`config.mk`:
```
export PLATFORM = sky130hd
export DESIGN_NAME = terminal_key_byte_decoder_flat
export DESIGN_NICKNAME = d
export VERILOG_FILES = /design/src/rtl/core/tkbd_pkg.sv /design/src/rtl/core/tkbd_in_if.sv /design/src/rtl/core/tkbd_out_if.sv /design/src/rtl/core/tkbd_in_stage.sv /design/src/rtl/core/tkbd_out_stage.sv /design/src/rtl/core/tkbd_decode_core.sv /design/src/rtl/core/terminal_key_byte_decoder.sv /design/src/flat_wrapper.sv
export VERILOG_INCLUDE_DIRS = /design/src /design/src/rtl/core
export SDC_FILE = /design/constraint.sdc
export NUM_CORES = 1
export LEC_CHECK = 0
export ABC_AREA = 1
export CAP_MARGIN = 20
export CORE_ASPECT_RATIO = 1.75
export CORE_MARGIN = 2
export CORE_UTILIZATION = 40
export CTS_CLUSTER_DIAMETER = 120
export DETAILED_ROUTE_END_ITERATION = 6
export DONT_BUFFER_PORTS = 1
export SLEW_MARGIN = 20
export SYNTH_ARGS = -nofsm -noshare
export SYNTH_HDL_FRONTEND = slang
export SYNTH_SLANG_ARGS = --single-unit
```
`constraint.sdc`:
```
create_clock -name clk -period 3.2 [get_ports clk]
set_clock_uncertainty 0.1 [all_clocks]
set_input_delay 0.48 -clock clk [delete_from_list [all_inputs] [get_ports clk]]
set_output_delay 0.48 -clock clk [all_outputs]
set_load 0.005 [all_outputs]
```
`src/rtl/core/terminal_key_byte_decoder_defines.svh`:
```
// ----------------------------------------------------------------------------
// terminal key byte decoder assertion macros
// shared concurrent assertion forms, clocked on clk with rst_n as disable
// ----------------------------------------------------------------------------
`ifndef TERMINAL_KEY_BYTE_DECODER_DEFINES_SVH
`define TERMINAL_KEY_BYTE_DECODER_DEFINES_SVH

// condition holds at every edge out of reset
`define TKBD_ASSERT_ALWAYS(lbl, cond, msg) \
  lbl: assert property (@(posedge clk) disable iff (!rst_n) (cond)) else $error(msg);

// consequent holds in the same cycle as the antecedent
`define TKBD_ASSERT_IMPL(lbl, ante, cons, msg) \
  lbl: assert property (@(posedge clk) disable iff (!rst_n) (ante) |-> (cons)) \
    else $error(msg);

// consequent holds in the cycle after the antecedent
`define TKBD_ASSERT_NEXT(lbl, ante, cons, msg) \
  lbl: assert property (@(posedge clk) disable iff (!rst_n) (ante) |=> (cons)) \
    else $error(msg);

`endif

```
`src/rtl/core/tkbd_pkg.sv`:
```
// ----------------------------------------------------------------------------
// tkbd_pkg
// key codes, byte constants and item types of the terminal key byte decoder
// ----------------------------------------------------------------------------
`timescale 1ns / 1ps
`default_nettype none

package tkbd_pkg;

  typedef enum logic [4:0] {
    K_NONE      = 5'd0,
    K_CHAR      = 5'd1,
    K_ENTER     = 5'd2,
    K_BACKSPACE = 5'd3,
    K_INTERRUPT = 5'd4,
    K_EOF       = 5'd5,
    K_HOME      = 5'd6,
    K_END       = 5'd7,
    K_LEFT      = 5'd8,
    K_RIGHT     = 5'd9,
    K_UP        = 5'd10,
    K_DOWN      = 5'd11,
    K_KILLSTART = 5'd12,
    K_KILLEND   = 5'd13,
    K_KILLWORD  = 5'd14,
    K_CLEAR     = 5'd15,
    K_WORDLEFT  = 5'd16,
    K_WORDRIGHT = 5'd17,
    K_DELETE    = 5'd18,
    K_IGNORED   = 5'd19
  } key_code_t;

  // control bytes
  localparam logic [7:0] BYTE_SOH = 8'h01;
  localparam logic [7:0] BYTE_STX = 8'h02;
  localparam logic [7:0] BYTE_ETX = 8'h03;
  localparam logic [7:0] BYTE_EOT = 8'h04;
  localparam logic [7:0] BYTE_ENQ = 8'h05;
  localparam logic [7:0] BYTE_ACK = 8'h06;
  localparam logic [7:0] BYTE_BS  = 8'h08;
  localparam logic [7:0] BYTE_TAB = 8'h09;
  localparam logic [7:0] BYTE_LF  = 8'h0A;
  localparam logic [7:0] BYTE_VT  = 8'h0B;
  localparam logic [7:0] BYTE_FF  = 8'h0C;
  localparam logic [7:0] BYTE_CR  = 8'h0D;
  localparam logic [7:0] BYTE_SO  = 8'h0E;
  localparam logic [7:0] BYTE_DLE = 8'h10;
  localparam logic [7:0] BYTE_NAK = 8'h15;
  localparam logic [7:0] BYTE_ETB = 8'h17;
  localparam logic [7:0] BYTE_ESC = 8'h1B;
  localparam logic [7:0] BYTE_DEL = 8'h7F;

  // printable range and csi parameter range
  localparam logic [7:0] BYTE_SPACE    = 8'h20;
  localparam logic [7:0] BYTE_PARAM_HI = 8'h3F;

  // utf-8 lead and continuation patterns
  localparam logic [7:0] MASK_2BIT  = 8'hC0;
  localparam logic [7:0] MASK_3BIT  = 8'hE0;
  localparam logic [7:0] MASK_4BIT  = 8'hF0;
  localparam logic [7:0] MASK_5BIT  = 8'hF8;
  localparam logic [7:0] TAG_CONT   = 8'h80;
  localparam logic [7:0] TAG_LEAD2  = 8'hC0;
  localparam logic [7:0] TAG_LEAD3  = 8'hE0;
  localparam logic [7:0] TAG_LEAD4  = 8'hF0;

  // sequence characters
  localparam logic [7:0] CHR_1        = 8'h31;
  localparam logic [7:0] CHR_3        = 8'h33;
  localparam logic [7:0] CHR_4        = 8'h34;
  localparam logic [7:0] CHR_5        = 8'h35;
  localparam logic [7:0] CHR_7        = 8'h37;
  localparam logic [7:0] CHR_8        = 8'h38;
  localparam logic [7:0] CHR_SEMI     = 8'h3B;
  localparam logic [7:0] CHR_A        = 8'h41;
  localparam logic [7:0] CHR_B        = 8'h42;
  localparam logic [7:0] CHR_C        = 8'h43;
  localparam logic [7:0] CHR_D        = 8'h44;
  localparam logic [7:0] CHR_F        = 8'h46;
  localparam logic [7:0] CHR_H        = 8'h48;
  localparam logic [7:0] CHR_O        = 8'h4F;
  localparam logic [7:0] CHR_LBRACKET = 8'h5B;
  localparam logic [7:0] CHR_LC_B     = 8'h62;
  localparam logic [7:0] CHR_LC_F     = 8'h66;
  localparam logic [7:0] CHR_TILDE    = 8'h7E;

  localparam logic [3:0] TAB_MAX     = 4'd8;
  localparam logic [3:0] TAB_DEFAULT = 4'd4;

  typedef struct packed {
    logic       valid;
    logic [7:0] data;
  } byte_item_t;

  typedef struct packed {
    key_code_t   key_code;
    logic [63:0] text_bytes;
    logic [3:0]  text_length;
  } result_t;

endpackage

`default_nettype wire

```
`src/rtl/core/tkbd_in_if.sv`:
```
// ----------------------------------------------------------------------------
// tkbd_in_if
// byte channel into the decoder, valid/ready handshake
// ----------------------------------------------------------------------------
`timescale 1ns / 1ps
`default_nettype none

interface tkbd_in_if;
  logic       valid;
  logic       ready;
  logic [7:0] in_byte;

  modport source (output valid, output in_byte, input ready);
  modport sink   (input valid, input in_byte, output ready);
endinterface

`default_nettype wire

```
`src/rtl/core/tkbd_out_if.sv`:
```
// ----------------------------------------------------------------------------
// tkbd_out_if
// key event channel out of the decoder, valid/ready handshake
// ----------------------------------------------------------------------------
`timescale 1ns / 1ps
`default_nettype none

interface tkbd_out_if;
  logic                valid;
  logic                ready;
  tkbd_pkg::key_code_t key_code;
  logic [63:0]         text_bytes;
  logic [3:0]          text_length;

  modport source (output valid, output key_code, output text_bytes, output text_length,
                  input ready);
  modport sink   (input valid, input key_code, input text_bytes, input text_length,
                  output ready);
endinterface

`default_nettype wire

```
`src/rtl/core/tkbd_in_stage.sv`:
```
// ----------------------------------------------------------------------------
// tkbd_in_stage
// input register: holds one byte until the decoder takes it
// ----------------------------------------------------------------------------
`timescale 1ns / 1ps
`default_nettype none

module tkbd_in_stage (
  input  wire logic           clk,
  input  wire logic           rst_n,
  tkbd_in_if.sink             in_chan,
  input  wire logic           take,
  output tkbd_pkg::byte_item_t item
);

  logic       valid_r;
  logic [7:0] data_r;
  logic       accept;

  // free when empty or being drained this cycle
  assign in_chan.ready = !valid_r || take;
  assign accept        = in_chan.valid && in_chan.ready;

  always_ff @(posedge clk) begin
    if (!rst_n) begin
      valid_r <= 1'b0;
    end else if (accept) begin
      valid_r <= 1'b1;
    end else if (take) begin
      valid_r <= 1'b0;
    end
  end

  always_ff @(posedge clk) begin
    if (accept) begin
      data_r <= in_chan.in_byte;
    end
  end

  assign item.valid = valid_r;
  assign item.data  = data_r;

endmodule

`default_nettype wire

```
`src/rtl/core/tkbd_out_stage.sv`:
```
// ----------------------------------------------------------------------------
// tkbd_out_stage
// result register: holds one key event until the sink takes it
// ----------------------------------------------------------------------------
`timescale 1ns / 1ps
`default_nettype none

module tkbd_out_stage (
  input  wire logic              clk,
  input  wire logic              rst_n,
  input  wire logic              load,
  input  wire tkbd_pkg::result_t res,
  output logic                   out_free,
  tkbd_out_if.source             out_chan
);

  logic              valid_r;
  tkbd_pkg::result_t res_r;

  assign out_free = !valid_r || out_chan.ready;

  always_ff @(posedge clk) begin
    if (!rst_n) begin
      valid_r <= 1'b0;
    end else if (load) begin
      valid_r <= 1'b1;
    end else if (out_chan.ready) begin
      valid_r <= 1'b0;
    end
  end

  always_ff @(posedge clk) begin
    if (load) begin
      res_r <= res;
    end
  end

  assign out_chan.valid       = valid_r;
  assign out_chan.key_code    = res_r.key_code;
  assign out_chan.text_bytes  = res_r.text_bytes;
  assign out_chan.text_length = res_r.text_length;

endmodule

`default_nettype wire

```
`src/rtl/core/tkbd_decode_core.sv`:
```
// ----------------------------------------------------------------------------
// tkbd_decode_core
// decode state machine: one byte in, one key event out per taken item
// ----------------------------------------------------------------------------
`timescale 1ns / 1ps
`default_nettype none
`include "terminal_key_byte_decoder_defines.svh"

module tkbd_decode_core #(
  parameter int PARAM_CAP = 16
) (
  input  wire logic                 clk,
  input  wire logic                 rst_n,
  input  wire tkbd_pkg::byte_item_t item,
  input  wire logic                 out_free,
  input  wire logic [3:0]           tab_width,
  output logic                      take,
  output tkbd_pkg::result_t         res
);

  localparam int PCW = $clog2(PARAM_CAP + 1);
  localparam logic [PCW-1:0] CAP_L = PCW'(PARAM_CAP);

  typedef enum logic [2:0] {
    M_GROUND = 3'd0,
    M_UTF8   = 3'd1,
    M_ESCAPE = 3'd2,
    M_CSI    = 3'd3,
    M_SS3    = 3'd4
  } mode_t;

  typedef enum logic [2:0] {
    F_EMPTY = 3'd0,
    F_HOME  = 3'd1,
    F_END   = 3'd2,
    F_DEL   = 3'd3,
    F_OTHER = 3'd4
  } field_t;

  mode_t          mode_r,      mode_nxt;
  logic [23:0]    u8_data_r,   u8_data_nxt;
  logic [1:0]     u8_count_r,  u8_count_nxt;
  logic [1:0]     u8_owed_r,   u8_owed_nxt;
  logic [PCW-1:0] pc_r,        pc_nxt;
  logic           ctrl_mod_r,  ctrl_mod_nxt;
  logic           prev_semi_r, prev_semi_nxt;
  logic           semi_r,      semi_nxt;
  field_t         ffc_r,       ffc_nxt;

  logic [7:0]  b;
  logic        do_ground;
  logic [31:0] u8_word;
  logic [3:0]  tab_n;

  function automatic tkbd_pkg::key_code_t final_key(input logic [7:0] fb,
                                                    input logic ctrl_mod,
                                                    input field_t ffc);
    tkbd_pkg::key_code_t k;
    k = tkbd_pkg::K_IGNORED;
    unique case (fb)
      tkbd_pkg::CHR_A: k = tkbd_pkg::K_UP;
      tkbd_pkg::CHR_B: k = tkbd_pkg::K_DOWN;
      tkbd_pkg::CHR_C: k = ctrl_mod ? tkbd_pkg::K_WORDRIGHT : tkbd_pkg::K_RIGHT;
      tkbd_pkg::CHR_D: k = ctrl_mod ? tkbd_pkg::K_WORDLEFT : tkbd_pkg::K_LEFT;
      tkbd_pkg::CHR_H: k = tkbd_pkg::K_HOME;
      tkbd_pkg::CHR_F: k = tkbd_pkg::K_END;
      tkbd_pkg::CHR_TILDE: begin
        if (ffc == F_HOME) begin
          k = tkbd_pkg::K_HOME;
        end else if (ffc == F_END) begin
          k = tkbd_pkg::K_END;
        end else if (ffc == F_DEL) begin
          k = tkbd_pkg::K_DELETE;
        end
      end
      default: k = tkbd_pkg::K_IGNORED;
    endcase
    return k;
  endfunction

  assign take  = item.valid && out_free;
  assign b     = item.data;
  assign tab_n = (tab_width > tkbd_pkg::TAB_MAX) ? tkbd_pkg::TAB_MAX : tab_width;

  // collected bytes with the new byte placed after them
  assign u8_word = {8'd0, u8_data_r} | ({24'd0, b} << {u8_count_r, 3'b000});

  always_comb begin
    mode_nxt      = mode_r;
    u8_data_nxt   = u8_data_r;
    u8_count_nxt  = u8_count_r;
    u8_owed_nxt   = u8_owed_r;
    pc_nxt        = pc_r;
    ctrl_mod_nxt  = ctrl_mod_r;
    prev_semi_nxt = prev_semi_r;
    semi_nxt      = semi_r;
    ffc_nxt       = ffc_r;
    res.key_code    = tkbd_pkg::K_NONE;
    res.text_bytes  = 64'd0;
    res.text_length = 4'd0;
    do_ground     = 1'b0;

    if (take) begin
      unique case (mode_r)
        M_GROUND: do_ground = 1'b1;
        M_UTF8: begin
          if ((b & tkbd_pkg::MASK_2BIT) != tkbd_pkg::TAG_CONT) begin
            // truncated character: drop it and decode this byte fresh
            mode_nxt      = M_GROUND;
            u8_data_nxt   = 24'd0;
            u8_count_nxt  = 2'd0;
            u8_owed_nxt   = 2'd0;
            pc_nxt        = '0;
            ctrl_mod_nxt  = 1'b0;
            prev_semi_nxt = 1'b0;
            semi_nxt      = 1'b0;
            ffc_nxt       = F_EMPTY;
            do_ground     = 1'b1;
          end else if (u8_owed_r > 2'd1 && u8_count_r < 2'd3) begin
            u8_data_nxt  = u8_word[23:0];
            u8_count_nxt = u8_count_r + 2'd1;
            u8_owed_nxt  = u8_owed_r - 2'd1;
          end else begin
            res.key_code    = tkbd_pkg::K_CHAR;
            res.text_bytes  = {32'd0, u8_word};
            res.text_length = {2'b00, u8_count_r} + 4'd1;
            mode_nxt      = M_GROUND;
            u8_data_nxt   = 24'd0;
            u8_count_nxt  = 2'd0;
            u8_owed_nxt   = 2'd0;
            pc_nxt        = '0;
            ctrl_mod_nxt  = 1'b0;
            prev_semi_nxt = 1'b0;
            semi_nxt      = 1'b0;
            ffc_nxt       = F_EMPTY;
          end
        end
        M_ESCAPE: begin
          pc_nxt        = '0;
          ctrl_mod_nxt  = 1'b0;
          prev_semi_nxt = 1'b0;
          semi_nxt      = 1'b0;
          ffc_nxt       = F_EMPTY;
          if (b == tkbd_pkg::CHR_LBRACKET) begin
            mode_nxt = M_CSI;
          end else if (b == tkbd_pkg::CHR_O) begin
            mode_nxt = M_SS3;
          end else begin
            mode_nxt = M_GROUND;
            if (b == tkbd_pkg::CHR_LC_B || b == tkbd_pkg::CHR_B) begin
              res.key_code = tkbd_pkg::K_WORDLEFT;
            end else if (b == tkbd_pkg::CHR_LC_F || b == tkbd_pkg::CHR_F) begin
              res.key_code = tkbd_pkg::K_WORDRIGHT;
            end else begin
              res.key_code = tkbd_pkg::K_IGNORED;
            end
          end
        end
        M_CSI: begin
          if (b >= tkbd_pkg::BYTE_SPACE && b <= tkbd_pkg::BYTE_PARAM_HI) begin
            // parameter byte, dropped once the store is full
            if (pc_r < CAP_L) begin
              if (prev_semi_r && b == tkbd_pkg::CHR_5) begin
                ctrl_mod_nxt = 1'b1;
              end
              prev_semi_nxt = (b == tkbd_pkg::CHR_SEMI);
              if (b == tkbd_pkg::CHR_SEMI) begin
                semi_nxt = 1'b1;
              end else if (!semi_r) begin
                if (ffc_r != F_EMPTY) begin
                  ffc_nxt = F_OTHER;
                end else if (b == tkbd_pkg::CHR_1 || b == tkbd_pkg::CHR_7) begin
                  ffc_nxt = F_HOME;
                end else if (b == tkbd_pkg::CHR_4 || b == tkbd_pkg::CHR_8) begin
                  ffc_nxt = F_END;
                end else if (b == tkbd_pkg::CHR_3) begin
                  ffc_nxt = F_DEL;
                end else begin
                  ffc_nxt = F_OTHER;
                end
              end
              pc_nxt = pc_r + 1'b1;
            end
          end else begin
            mode_nxt     = M_GROUND;
            res.key_code = final_key(b, ctrl_mod_r, ffc_r);
          end
        end
        M_SS3: begin
          mode_nxt     = M_GROUND;
          res.key_code = final_key(b, ctrl_mod_r, ffc_r);
        end
        default: begin
          mode_nxt      = M_GROUND;
          u8_data_nxt   = 24'd0;
          u8_count_nxt  = 2'd0;
          u8_owed_nxt   = 2'd0;
          pc_nxt        = '0;
          ctrl_mod_nxt  = 1'b0;
          prev_semi_nxt = 1'b0;
          semi_nxt      = 1'b0;
          ffc_nxt       = F_EMPTY;
          res.key_code  = tkbd_pkg::K_IGNORED;
        end
      endcase

      if (do_ground) begin
        unique case (b) inside
          tkbd_pkg::BYTE_ESC: mode_nxt = M_ESCAPE;
          tkbd_pkg::BYTE_CR, tkbd_pkg::BYTE_LF: res.key_code = tkbd_pkg::K_ENTER;
          tkbd_pkg::BYTE_DEL, tkbd_pkg::BYTE_BS: res.key_code = tkbd_pkg::K_BACKSPACE;
          tkbd_pkg::BYTE_ETX: res.key_code = tkbd_pkg::K_INTERRUPT;
          tkbd_pkg::BYTE_EOT: res.key_code = tkbd_pkg::K_EOF;
          tkbd_pkg::BYTE_SOH: res.key_code = tkbd_pkg::K_HOME;
          tkbd_pkg::BYTE_ENQ: res.key_code = tkbd_pkg::K_END;
          tkbd_pkg::BYTE_STX: res.key_code = tkbd_pkg::K_LEFT;
          tkbd_pkg::BYTE_ACK: res.key_code = tkbd_pkg::K_RIGHT;
          tkbd_pkg::BYTE_DLE: res.key_code = tkbd_pkg::K_UP;
          tkbd_pkg::BYTE_SO:  res.key_code = tkbd_pkg::K_DOWN;
          tkbd_pkg::BYTE_NAK: res.key_code = tkbd_pkg::K_KILLSTART;
          tkbd_pkg::BYTE_VT:  res.key_code = tkbd_pkg::K_KILLEND;
          tkbd_pkg::BYTE_ETB: res.key_code = tkbd_pkg::K_KILLWORD;
          tkbd_pkg::BYTE_FF:  res.key_code = tkbd_pkg::K_CLEAR;
          tkbd_pkg::BYTE_TAB: begin
            res.key_code    = tkbd_pkg::K_CHAR;
            res.text_length = tab_n;
            for (int i = 0; i < 8; i++) begin
              if (4'(i) < tab_n) begin
                res.text_bytes[8*i +: 8] = tkbd_pkg::BYTE_SPACE;
              end
            end
          end
          default: begin
            if (b < tkbd_pkg::BYTE_SPACE) begin
              res.key_code = tkbd_pkg::K_IGNORED;
            end else if (!b[7]) begin
              res.key_code    = tkbd_pkg::K_CHAR;
              res.text_bytes  = {56'd0, b};
              res.text_length = 4'd1;
            end else if ((b & tkbd_pkg::MASK_3BIT) == tkbd_pkg::TAG_LEAD2 ||
                         (b & tkbd_pkg::MASK_4BIT) == tkbd_pkg::TAG_LEAD3 ||
                         (b & tkbd_pkg::MASK_5BIT) == tkbd_pkg::TAG_LEAD4) begin
              // multi-byte lead: start collecting
              mode_nxt     = M_UTF8;
              u8_data_nxt  = {16'd0, b};
              u8_count_nxt = 2'd1;
              if ((b & tkbd_pkg::MASK_3BIT) == tkbd_pkg::TAG_LEAD2) begin
                u8_owed_nxt = 2'd1;
              end else if ((b & tkbd_pkg::MASK_4BIT) == tkbd_pkg::TAG_LEAD3) begin
                u8_owed_nxt = 2'd2;
              end else begin
                u8_owed_nxt = 2'd3;
              end
            end else begin
              res.key_code = tkbd_pkg::K_IGNORED;
            end
          end
        endcase
      end
    end
  end

  always_ff @(posedge clk) begin
    if (!rst_n) begin
      mode_r      <= M_GROUND;
      u8_data_r   <= 24'd0;
      u8_count_r  <= 2'd0;
      u8_owed_r   <= 2'd0;
      pc_r        <= '0;
      ctrl_mod_r  <= 1'b0;
      prev_semi_r <= 1'b0;
      semi_r      <= 1'b0;
      ffc_r       <= F_EMPTY;
    end else begin
      mode_r      <= mode_nxt;
      u8_data_r   <= u8_data_nxt;
      u8_count_r  <= u8_count_nxt;
      u8_owed_r   <= u8_owed_nxt;
      pc_r        <= pc_nxt;
      ctrl_mod_r  <= ctrl_mod_nxt;
      prev_semi_r <= prev_semi_nxt;
      semi_r      <= semi_nxt;
      ffc_r       <= ffc_nxt;
    end
  end

  `TKBD_ASSERT_ALWAYS(a_pc_cap, pc_r <= CAP_L, "csi parameter count beyond cap")
  `TKBD_ASSERT_IMPL(a_u8_idle, mode_r != M_UTF8, u8_count_r == 2'd0 && u8_owed_r == 2'd0, "utf8 trackers set outside utf8 mode")
  `TKBD_ASSERT_IMPL(a_u8_busy, mode_r == M_UTF8, u8_count_r != 2'd0 && u8_owed_r != 2'd0, "utf8 mode with empty trackers")
  `TKBD_ASSERT_NEXT(a_esc_leave, take && mode_r == M_ESCAPE, mode_r != M_ESCAPE, "escape mode held past its byte")

endmodule

`default_nettype wire

```
`src/rtl/core/terminal_key_byte_decoder.sv`:
```
// ----------------------------------------------------------------------------
// terminal_key_byte_decoder
// decodes a raw terminal byte stream into key events, one event per byte
// ----------------------------------------------------------------------------
//
//   channel   dir   handshake      payload
//   in_chan   in    valid/ready    in_byte[7:0]
//   out_chan  out   valid/ready    key_code[4:0], text_bytes[63:0], text_length[3:0]
//   cfg_*     in    write enable   cfg_wdata[3:0] -> tab_width
//
// one item per cycle sustained while the result register drains; each byte is held
// in the input register, is decoded by the mode state machine and lands in the result
// register, which offers it on out_chan until the sink takes it
// reset is synchronous, active low: decode mode to ground, trackers cleared,
// tab_width to 4
// a stalled result stays in the result register; the input register keeps
// taking bytes as long as the result register drains in the same cycle
//
`timescale 1ns / 1ps
`default_nettype none

module terminal_key_byte_decoder #(
  parameter int PARAM_CAP = 16
) (
  input  wire logic       clk,
  input  wire logic       rst_n,
  input  wire logic       cfg_we,
  input  wire logic [3:0] cfg_wdata,
  tkbd_in_if.sink         in_chan,
  tkbd_out_if.source      out_chan
);

  tkbd_pkg::byte_item_t item;
  tkbd_pkg::result_t    res;
  logic                 take;
  logic                 out_free;
  logic [3:0]           tab_width_r;

  // tab width register; the user must write it only while idle, the block does not enforce it
  always_ff @(posedge clk) begin
    if (!rst_n) begin
      tab_width_r <= tkbd_pkg::TAB_DEFAULT;
    end else if (cfg_we) begin
      tab_width_r <= cfg_wdata;
    end
  end

  // byte held here until the decoder can move it on
  tkbd_in_stage u_in_stage (
    .clk     (clk),
    .rst_n   (rst_n),
    .in_chan (in_chan),
    .take    (take),
    .item    (item)
  );

  // mode state machine and key mapping
  tkbd_decode_core #(
    .PARAM_CAP (PARAM_CAP)
  ) u_decode_core (
    .clk       (clk),
    .rst_n     (rst_n),
    .item      (item),
    .out_free  (out_free),
    .tab_width (tab_width_r),
    .take      (take),
    .res       (res)
  );

  // key event held here until the sink takes it
  tkbd_out_stage u_out_stage (
    .clk      (clk),
    .rst_n    (rst_n),
    .load     (take),
    .res      (res),
    .out_free (out_free),
    .out_chan (out_chan)
  );

endmodule

`default_nettype wire

```
`src/flat_wrapper.sv`:
```
// flat-port wrapper written by rule: the top's interface ports become plain ports
module terminal_key_byte_decoder_flat 
#(
  parameter int PARAM_CAP = 16
)
  (clk, rst_n, cfg_we, cfg_wdata, in_chan_valid, in_chan_in_byte, in_chan_ready, out_chan_valid, out_chan_key_code, out_chan_text_bytes, out_chan_text_length, out_chan_ready);
  tkbd_in_if in_chan_i ();
  tkbd_out_if out_chan_i ();
  input  wire logic clk;
  input  wire logic rst_n;
  input  wire logic cfg_we;
  input  wire logic [3:0] cfg_wdata;
  input wire logic [$bits(in_chan_i.valid)-1:0] in_chan_valid;
  input wire logic [$bits(in_chan_i.in_byte)-1:0] in_chan_in_byte;
  output wire logic [$bits(in_chan_i.ready)-1:0] in_chan_ready;
  output wire logic [$bits(out_chan_i.valid)-1:0] out_chan_valid;
  output wire logic [$bits(out_chan_i.key_code)-1:0] out_chan_key_code;
  output wire logic [$bits(out_chan_i.text_bytes)-1:0] out_chan_text_bytes;
  output wire logic [$bits(out_chan_i.text_length)-1:0] out_chan_text_length;
  input wire logic [$bits(out_chan_i.ready)-1:0] out_chan_ready;
  assign in_chan_i.valid = in_chan_valid;
  assign in_chan_i.in_byte = in_chan_in_byte;
  assign in_chan_ready = in_chan_i.ready;
  assign out_chan_valid = out_chan_i.valid;
  assign out_chan_key_code = out_chan_i.key_code;
  assign out_chan_text_bytes = out_chan_i.text_bytes;
  assign out_chan_text_length = out_chan_i.text_length;
  assign out_chan_i.ready = out_chan_ready;
  terminal_key_byte_decoder #(.PARAM_CAP(PARAM_CAP)) u_core (.clk(clk), .rst_n(rst_n), .cfg_we(cfg_we), .cfg_wdata(cfg_wdata), .in_chan(in_chan_i), .out_chan(out_chan_i));
endmodule
```
After elaboration in Yosys (flattened, before gate mapping)

Cells that the tools add are included.

Add/sub/neg operators: 4
Magnitude comparators: 15
Equality and inequality tests: 54
Shift operators: 1
Multiplexer cells: 105
Bitwise gates (word level): 2
Reductions and logical operators: 30

Operators by type and width:

| cell                                                | number |
|---|---|
| 2-to-1 mux 68 bit                                   | 3 |
| 2-to-1 mux 24 bit                                   | 7 |
| 2-to-1 mux 69 bit                                   | 2 |
| one-hot mux 68 bit (2 select lines)                 | 1 |
| equality test 8 x 7 -> 1 bit, second input constant | 12 |
| one-hot mux 5 bit (16 select lines)                 | 1 |
| 2-to-1 mux 5 bit                                    | 15 |
| 2-to-1 mux 73 bit                                   | 1 |
| 2-to-1 mux 8 bit                                    | 8 |
| 2-to-1 mux 3 bit                                    | 19 |
| equality test 8 x 4 -> 1 bit, second input constant | 7 |
| equality test 8 x 6 -> 1 bit, second input constant | 7 |
| one-hot mux 24 bit (2 select lines)                 | 1 |
| one-hot mux 5 bit (7 select lines)                  | 1 |
| OR reduction 17 bit                                 | 2 |
| equality test 8 x 5 -> 1 bit, second input constant | 4 |
| 2-to-1 mux 2 bit                                    | 16 |
| bitwise OR 24 x 32 -> 32 bit                        | 1 |
| << shifter 8 x 5 -> 32 bit                          | 1 |
| one-hot mux 5 bit (5 select lines)                  | 1 |
| equality test 8 x 3 -> 1 bit, second input constant | 3 |
| 2-to-1 mux 1 bit                                    | 18 |
| OR reduction 18 bit                                 | 1 |
| equality test 8 x 2 -> 1 bit, second input constant | 2 |
| 42 further kinds                                    | 77 |

Register bits after elaboration: 129
Output and inout bits: 75
Logic and storage cells: 227

Depth between registers and ports, before layout

Depth after elaboration: 12
Gate-level depth with buffers: 13

Cells and area by module

From an unflattened synthesis, not the netlist that was laid out.

Cell total of the unflattened synthesis: 760
Area, all modules: 6458.7 um^2

By module, submodules not included:

| module                    | instances | cells each | area each (um^2) | seq. area each (um^2) |
|---|---|---|---|---|
| tkbd_decode_core          | 1         | 641        | 3749.8           | 840.8 |
| tkbd_out_stage            | 1         | 79         | 2238.4           | 2212.1 |
| tkbd_in_stage             | 1         | 16         | 299.0            | 260.2 |
| terminal_key_byte_decoder | 1         | 24         | 171.4            | 80.1 |

Least setup slack after synthesis

OpenSTA, ideal clock, no wires.

Kind: input to register
Start point: input out_chan_ready
End point: register u_core.u_decode_core.u8_owed_r[1]
Data arrival time: 2.048 ns
Data required time: 3.030 ns
Setup slack: 0.982 ns
Stages: 10
Path buffers: 2
Cells stage by stage: inv_1 > nand2_1 > nand2_1 > clkbuf_1 > inv_1 > buf_2 > nand2_1 > o21ai_0 > o21ai_0 > a21oi_1

Word-level cells in the longest chain between the ends: 2

RTL lines:

| what                 | line                            | text |
|---|---|---|
| from (decl)          | flat_wrapper.sv:20              | `input wire logic [$bits(out_chan_i.ready)-1:0] out_chan_ready;` |
| logical OR 1 bit     | tkbd_out_stage.sv:20            | `assign out_free = !valid_r \|\| out_chan.ready;` |
| logical AND 1 bit    | tkbd_decode_core.sv:81          | `assign take = item.valid && out_free;` |
| via u_core.take      | terminal_key_byte_decoder.sv:35 | `logic take;` |
| to (signal assigned) | tkbd_decode_core.sv:278         | `u8_owed_r <= u8_owed_nxt;` |
| to (decl)            | tkbd_decode_core.sv:43          | `logic [1:0] u8_owed_r, u8_owed_nxt;` |

The timed path passes the listed nets, and every way through them passes these cells.
A chain may end at the register's enable or synchronous reset.

==> impl_metrics.csv <==
group,metric,value,unit
floorplan,core,0.01331,mm^2
floorplan,die_y,157.5,um
critical_path,path_cells,"nand3_1 -> nand3_2 -> inv_2 -> nand3_1 -> nand2_1 -> nand2_1 -> nand3_1 -> nand2_1 -> nor2_1 -> nor2_1",
detailed_routing,drt_iter0_drc,525,
floorplan,dieArea,0.01445,mm^2
job,maxCapViolations,0,
detailed_routing,route.met2.wl,8.350,mm
place,placed_cells,865,
detailed_routing,top_layer,"met4",
finish,drive_gt1_share,6.648,%
critical_path,crit_path_end_kind,"register",
logic_synthesis,synth_area_per_cell,7.597,um^2
status,outcome,"completed",
detailed_routing,wl_met3,691,um
logic_synthesis,netlist_area,0.005386,mm^2
clock_network,clock_sink_count,100,
critical_path,required,3.21,ns
logic_synthesis,synth-edff-count,52,
logic_synthesis,synth_area_leaders,"edfxtp_1, dfxtp_1, nand2_1",
pwr,power.density,484.2,mW/mm^2
logic_synthesis,synth.distinct_cells,38,
finish,final_nets,723,
clock_network,worstSkewPairLatency,0.35,ns
clock_network,ctsHoldBuffers,0,
critical_path,crit_path_start,"u_core.u_in_stage.data_r[7]$_DFFE_PP_",
sta,max_slew_margin,33.31,%
critical_path,critPathMaxStageDelay,0.64,ns
detailed_routing,met1Wirelength,5.539,mm
pwr,pwr-share-comb,8.7,%
logic_synthesis,synthMuxAreaShare,0,%
floorplan,start_util,40.46,%
finish,n_antenna_cell,0,
sta,holdWs,0.1199,ns
detailed_routing,num_vias,4787,
logic_synthesis,synthSimpleGateAreaFrac,26.18,%
sta,max_freq,376.8,MHz
logic_synthesis,yosysWarnings,0,
logic_synthesis,yosys.area.top_type_share,28.99,%
clock_network,root_buffer,"clkbuf_16",
critical_path,timing.rr.start,"u_core.u_in_stage.data_r[7]$_DFFE_PP_",
critical_path,worstSetupEndpoint,"u_core.u_out_stage.out_chan.key_code[1]$_DFFE_PP_",
detailed_routing,wl_per_cell,17.67,um
detailed_routing,drc_errors,0,
critical_path,path_max_fanout,12,
global_routing,antenna_found_initial,0,
clock_network,cts_resized,0,
pwr,power.leakage,2.173,nW
finish,fin_cells,881,
clock_network,postCtsSetupBuffers,0,
logic_synthesis,postSynthCellCount,709,
clock_network,cts_buffers,9,
min_path,hold_path_class,"input pin to register",
sta,finalCritPeriodShare,82.93,%
pwr,seq_power_share,52.1,%
place,dp_hpwl,11.47,mm
critical_path,r2r_slack,0.55,ns
global_routing,grt_max_degree,54,
critical_path,crit_path_top_delay_cell,"edfxtp_1",
global_routing,grt_overflow,0,
logic_synthesis,dominantRegCellSynth,"edfxtp_1",
floorplan,ioPinCount,92,
logic_synthesis,synth_compound_area_share,14.19,%
global_routing,grt_usage,21.54,%
logic_synthesis,synth-seq-cells,100,
clock_network,cts_tree,"done",
pwr,clkPwrFrac,39.2,%
critical_path,arrival,2.67,ns
critical_path,reg2reg_to,"u_core.u_out_stage.out_chan.key_code[1]$_DFFE_PP_",
detailed_routing,drt_first_pass_iters,6,
finish,area_growth,6.063,%
floorplan,die_w,91.72,um
sta,report.final.setup_viol,0,
pwr,p_int,2.056,mW
global_routing,grt_pass1_vias,4529,
sta,tns,0,ns
sta,rsz0062_at_grt,"false",
logic_synthesis,synth_async_sr_flop_share,0,%
clock_network,cts.clk_slew.worst_paths,0.07,ns
detailed_routing,vias_per_cell,5.434,
critical_path,cp-start-kind,"register",
pwr,p_total,2.766,mW
sta,period_needed,2.654,ns
clock_network,cts_htree_levels,3,
detailed_routing,drt_wl_total,15.57,mm
logic_synthesis,synth-xor-area-share,0.1626,%
place,gp_congestion,0.9901,
clock_network,clockBufferDepth,2,
critical_path,r2r_cells,10,
sta,hold_viol,0,
logic_synthesis,yosysMostFrequentCell,"nand2_1",
finish,n_fill_cell,1347,
place,io_buffers,0,
sta,maxSlewViolCount,0,
sta,worstMarginPinSlew,0.9992,ns
logic_synthesis,synth_top_family_by_area,"simple AND/OR/NAND/NOR gates",
pwr,switching_share,25.69,%
pwr,p_sw,710.7,uW
logic_synthesis,yosys.area.top_type,"edfxtp_1",
logic_synthesis,ys_seq_area_share,46.83,%
logic_synthesis,synthAdderAreaFrac,0.9292,%
critical_path,path_class,"register to register",
floorplan,num_rows,56,
logic_synthesis,synth_commonest_cells,"nand2_1, nor2_1, a21oi_1, inv_1, edfxtp_1",
detailed_routing,ant_nets,0,
global_routing,grt_pass1_wl,23.84,mm
pwr,vdd_drop_max,0.0002632,V
## area by class of cell
cell class                      count  area [um^2]  area share, %
Inverter                           76        285.3          4.993
Sequential cell                   100         2522          44.15
Multi-Input combinational cell    507         2342          41.00
Tap cell                          174        217.7          3.811
Clock inverter                      5        52.55         0.9198
Timing Repair Buffer                8        60.06          1.051
Clock buffer                       11        232.7          4.074
## layer usage
| metal | GRT usage, % | up-vias |
|---|---|---|
| met5 | 0 | - |
| met4 | 13.86 | 0 |
| met3 | 2.968 | 64 |
| met2 | 40.27 | 209 |
| met1 | 22.16 | 2247 |
| li1 | - | 2267 |
## registers in the layout, summed over array words and instances, names as in the netlist
signal and flops:
u_core.u_decode_core.ffc_r 3, u_core.u_decode_core.ctrl_mod_r 1, u_core.u_decode_core.u8_owed_r 2, u_core.u_decode_core.u8_count_r 2
u_core.u_decode_core.u8_data_r 24, u_core.u_in_stage.data_r 8, u_core.u_out_stage.out_chan.key_code 5, u_core.u_decode_core.prev_semi_r 1
u_core.u_decode_core.mode_r 3, u_core.u_in_stage.valid_r 1, u_core.tab_width_r 4, u_core.u_decode_core.semi_r 1
u_core.u_out_stage.out_chan.text_bytes 36, u_core.u_decode_core.pc_r 5, u_core.u_out_stage.out_chan.text_length 3, u_core.u_out_stage.out_chan.valid 1
## through the flow
stage | cell area, um^2 | setup WS, ns | util (%)
floorplan | 5492 | 0.9816 | -
global placement | 5428 | 0.5892 | 40.77
detailed placement | 5428 | 0.5810 | 40.77
CTS | 5713 | 0.5634 | 42.91
global route | 5713 | 0.4319 | 42.91
finish | 5713 | 0.5462 | 42.91
## how the worst min path moves through the flow
| stage | from | depth (start not counted) | endpoint | slack [ns] |
|---|---|---|---|---|
| global route | in_chan_in_byte[6] | 0 | u_core.u_in_stage.data_r[6]$_DFFE_PP_ | 0.11 |
| finish | in_chan_in_byte[6] | 0 | u_core.u_in_stage.data_r[6]$_DFFE_PP_ | 0.12 |
| CTS | in_chan_in_byte[7] | 0 | u_core.u_in_stage.data_r[7]$_DFFE_PP_ | 0.11 |
| detailed placement | u_core.u_decode_core.semi_r$_SDFFE_PN0P_ | 2 | u_core.u_decode_core.semi_r$_SDFFE_PN0P_ | 0.36 |
| floorplan | u_core.u_decode_core.pc_r[4]$_SDFFE_PN0P_ | 2 | u_core.u_decode_core.pc_r[4]$_SDFFE_PN0P_ | 0.33 |
| global placement | u_core.u_decode_core.semi_r$_SDFFE_PN0P_ | 2 | u_core.u_decode_core.semi_r$_SDFFE_PN0P_ | 0.35 |
## power by group through the flow
stage | combinational (mW) | clock [mW] | sequential (mW)
floorplan | 0.202 | 0 | 1.45
global placement | 0.236 | 0 | 1.47
detailed placement | 0.235 | 0 | 1.47
CTS | 0.237 | 1.11 | 1.44
global route | 0.265 | 1.15 | 1.44
finish | 0.241 | 1.08 | 1.44
## cell usage in the layout, fill, tap and decap left out, types with 2 or more instances in the layout
cell | netlist | routed
conb_1 | 1 | 29
a31oi_1 | 12 | 12
nand2_1 | 185 | 185
nand2_2 | 2 | 2
a21oi_1 | 63 | 63
o21ai_0 | 43 | 43
inv_2 | 8 | 9
inv_1 | 63 | 62
dfxtp_1 | 48 | 48
clkbuf_16 | 0 | 9
ha_1 | 4 | 4
nor2_1 | 68 | 68
o21bai_1 | 7 | 7
nand4_1 | 3 | 3
o21ai_1 | 3 | 3
clkinv_1 | 5 | 7
nor3b_1 | 3 | 3
nor3_1 | 16 | 16
nand3_2 | 2 | 2
clkbuf_1 | 13 | 2
nand3_1 | 41 | 41
o22ai_1 | 4 | 4
nor2_4 | 2 | 2
nor2_2 | 9 | 9
edfxtp_1 | 52 | 52
buf_4 | 30 | 8
## logic make-up after synthesis
group	Yosys count
and+or+nand+nor	333
AOI/OAI and AO/OA	140
buffers and inverters	130
DFF	100
adders and majority gates	4
xor gates and xnor gates	1
other	1
## critical path: cells and delay by family (launching register included)
family                 cells  cell delay [ns]
buffers and inverters      1             0.19
DFF                        1             0.64
and+or+nand+nor            9             1.46
(Power assumes the default switching activity.)
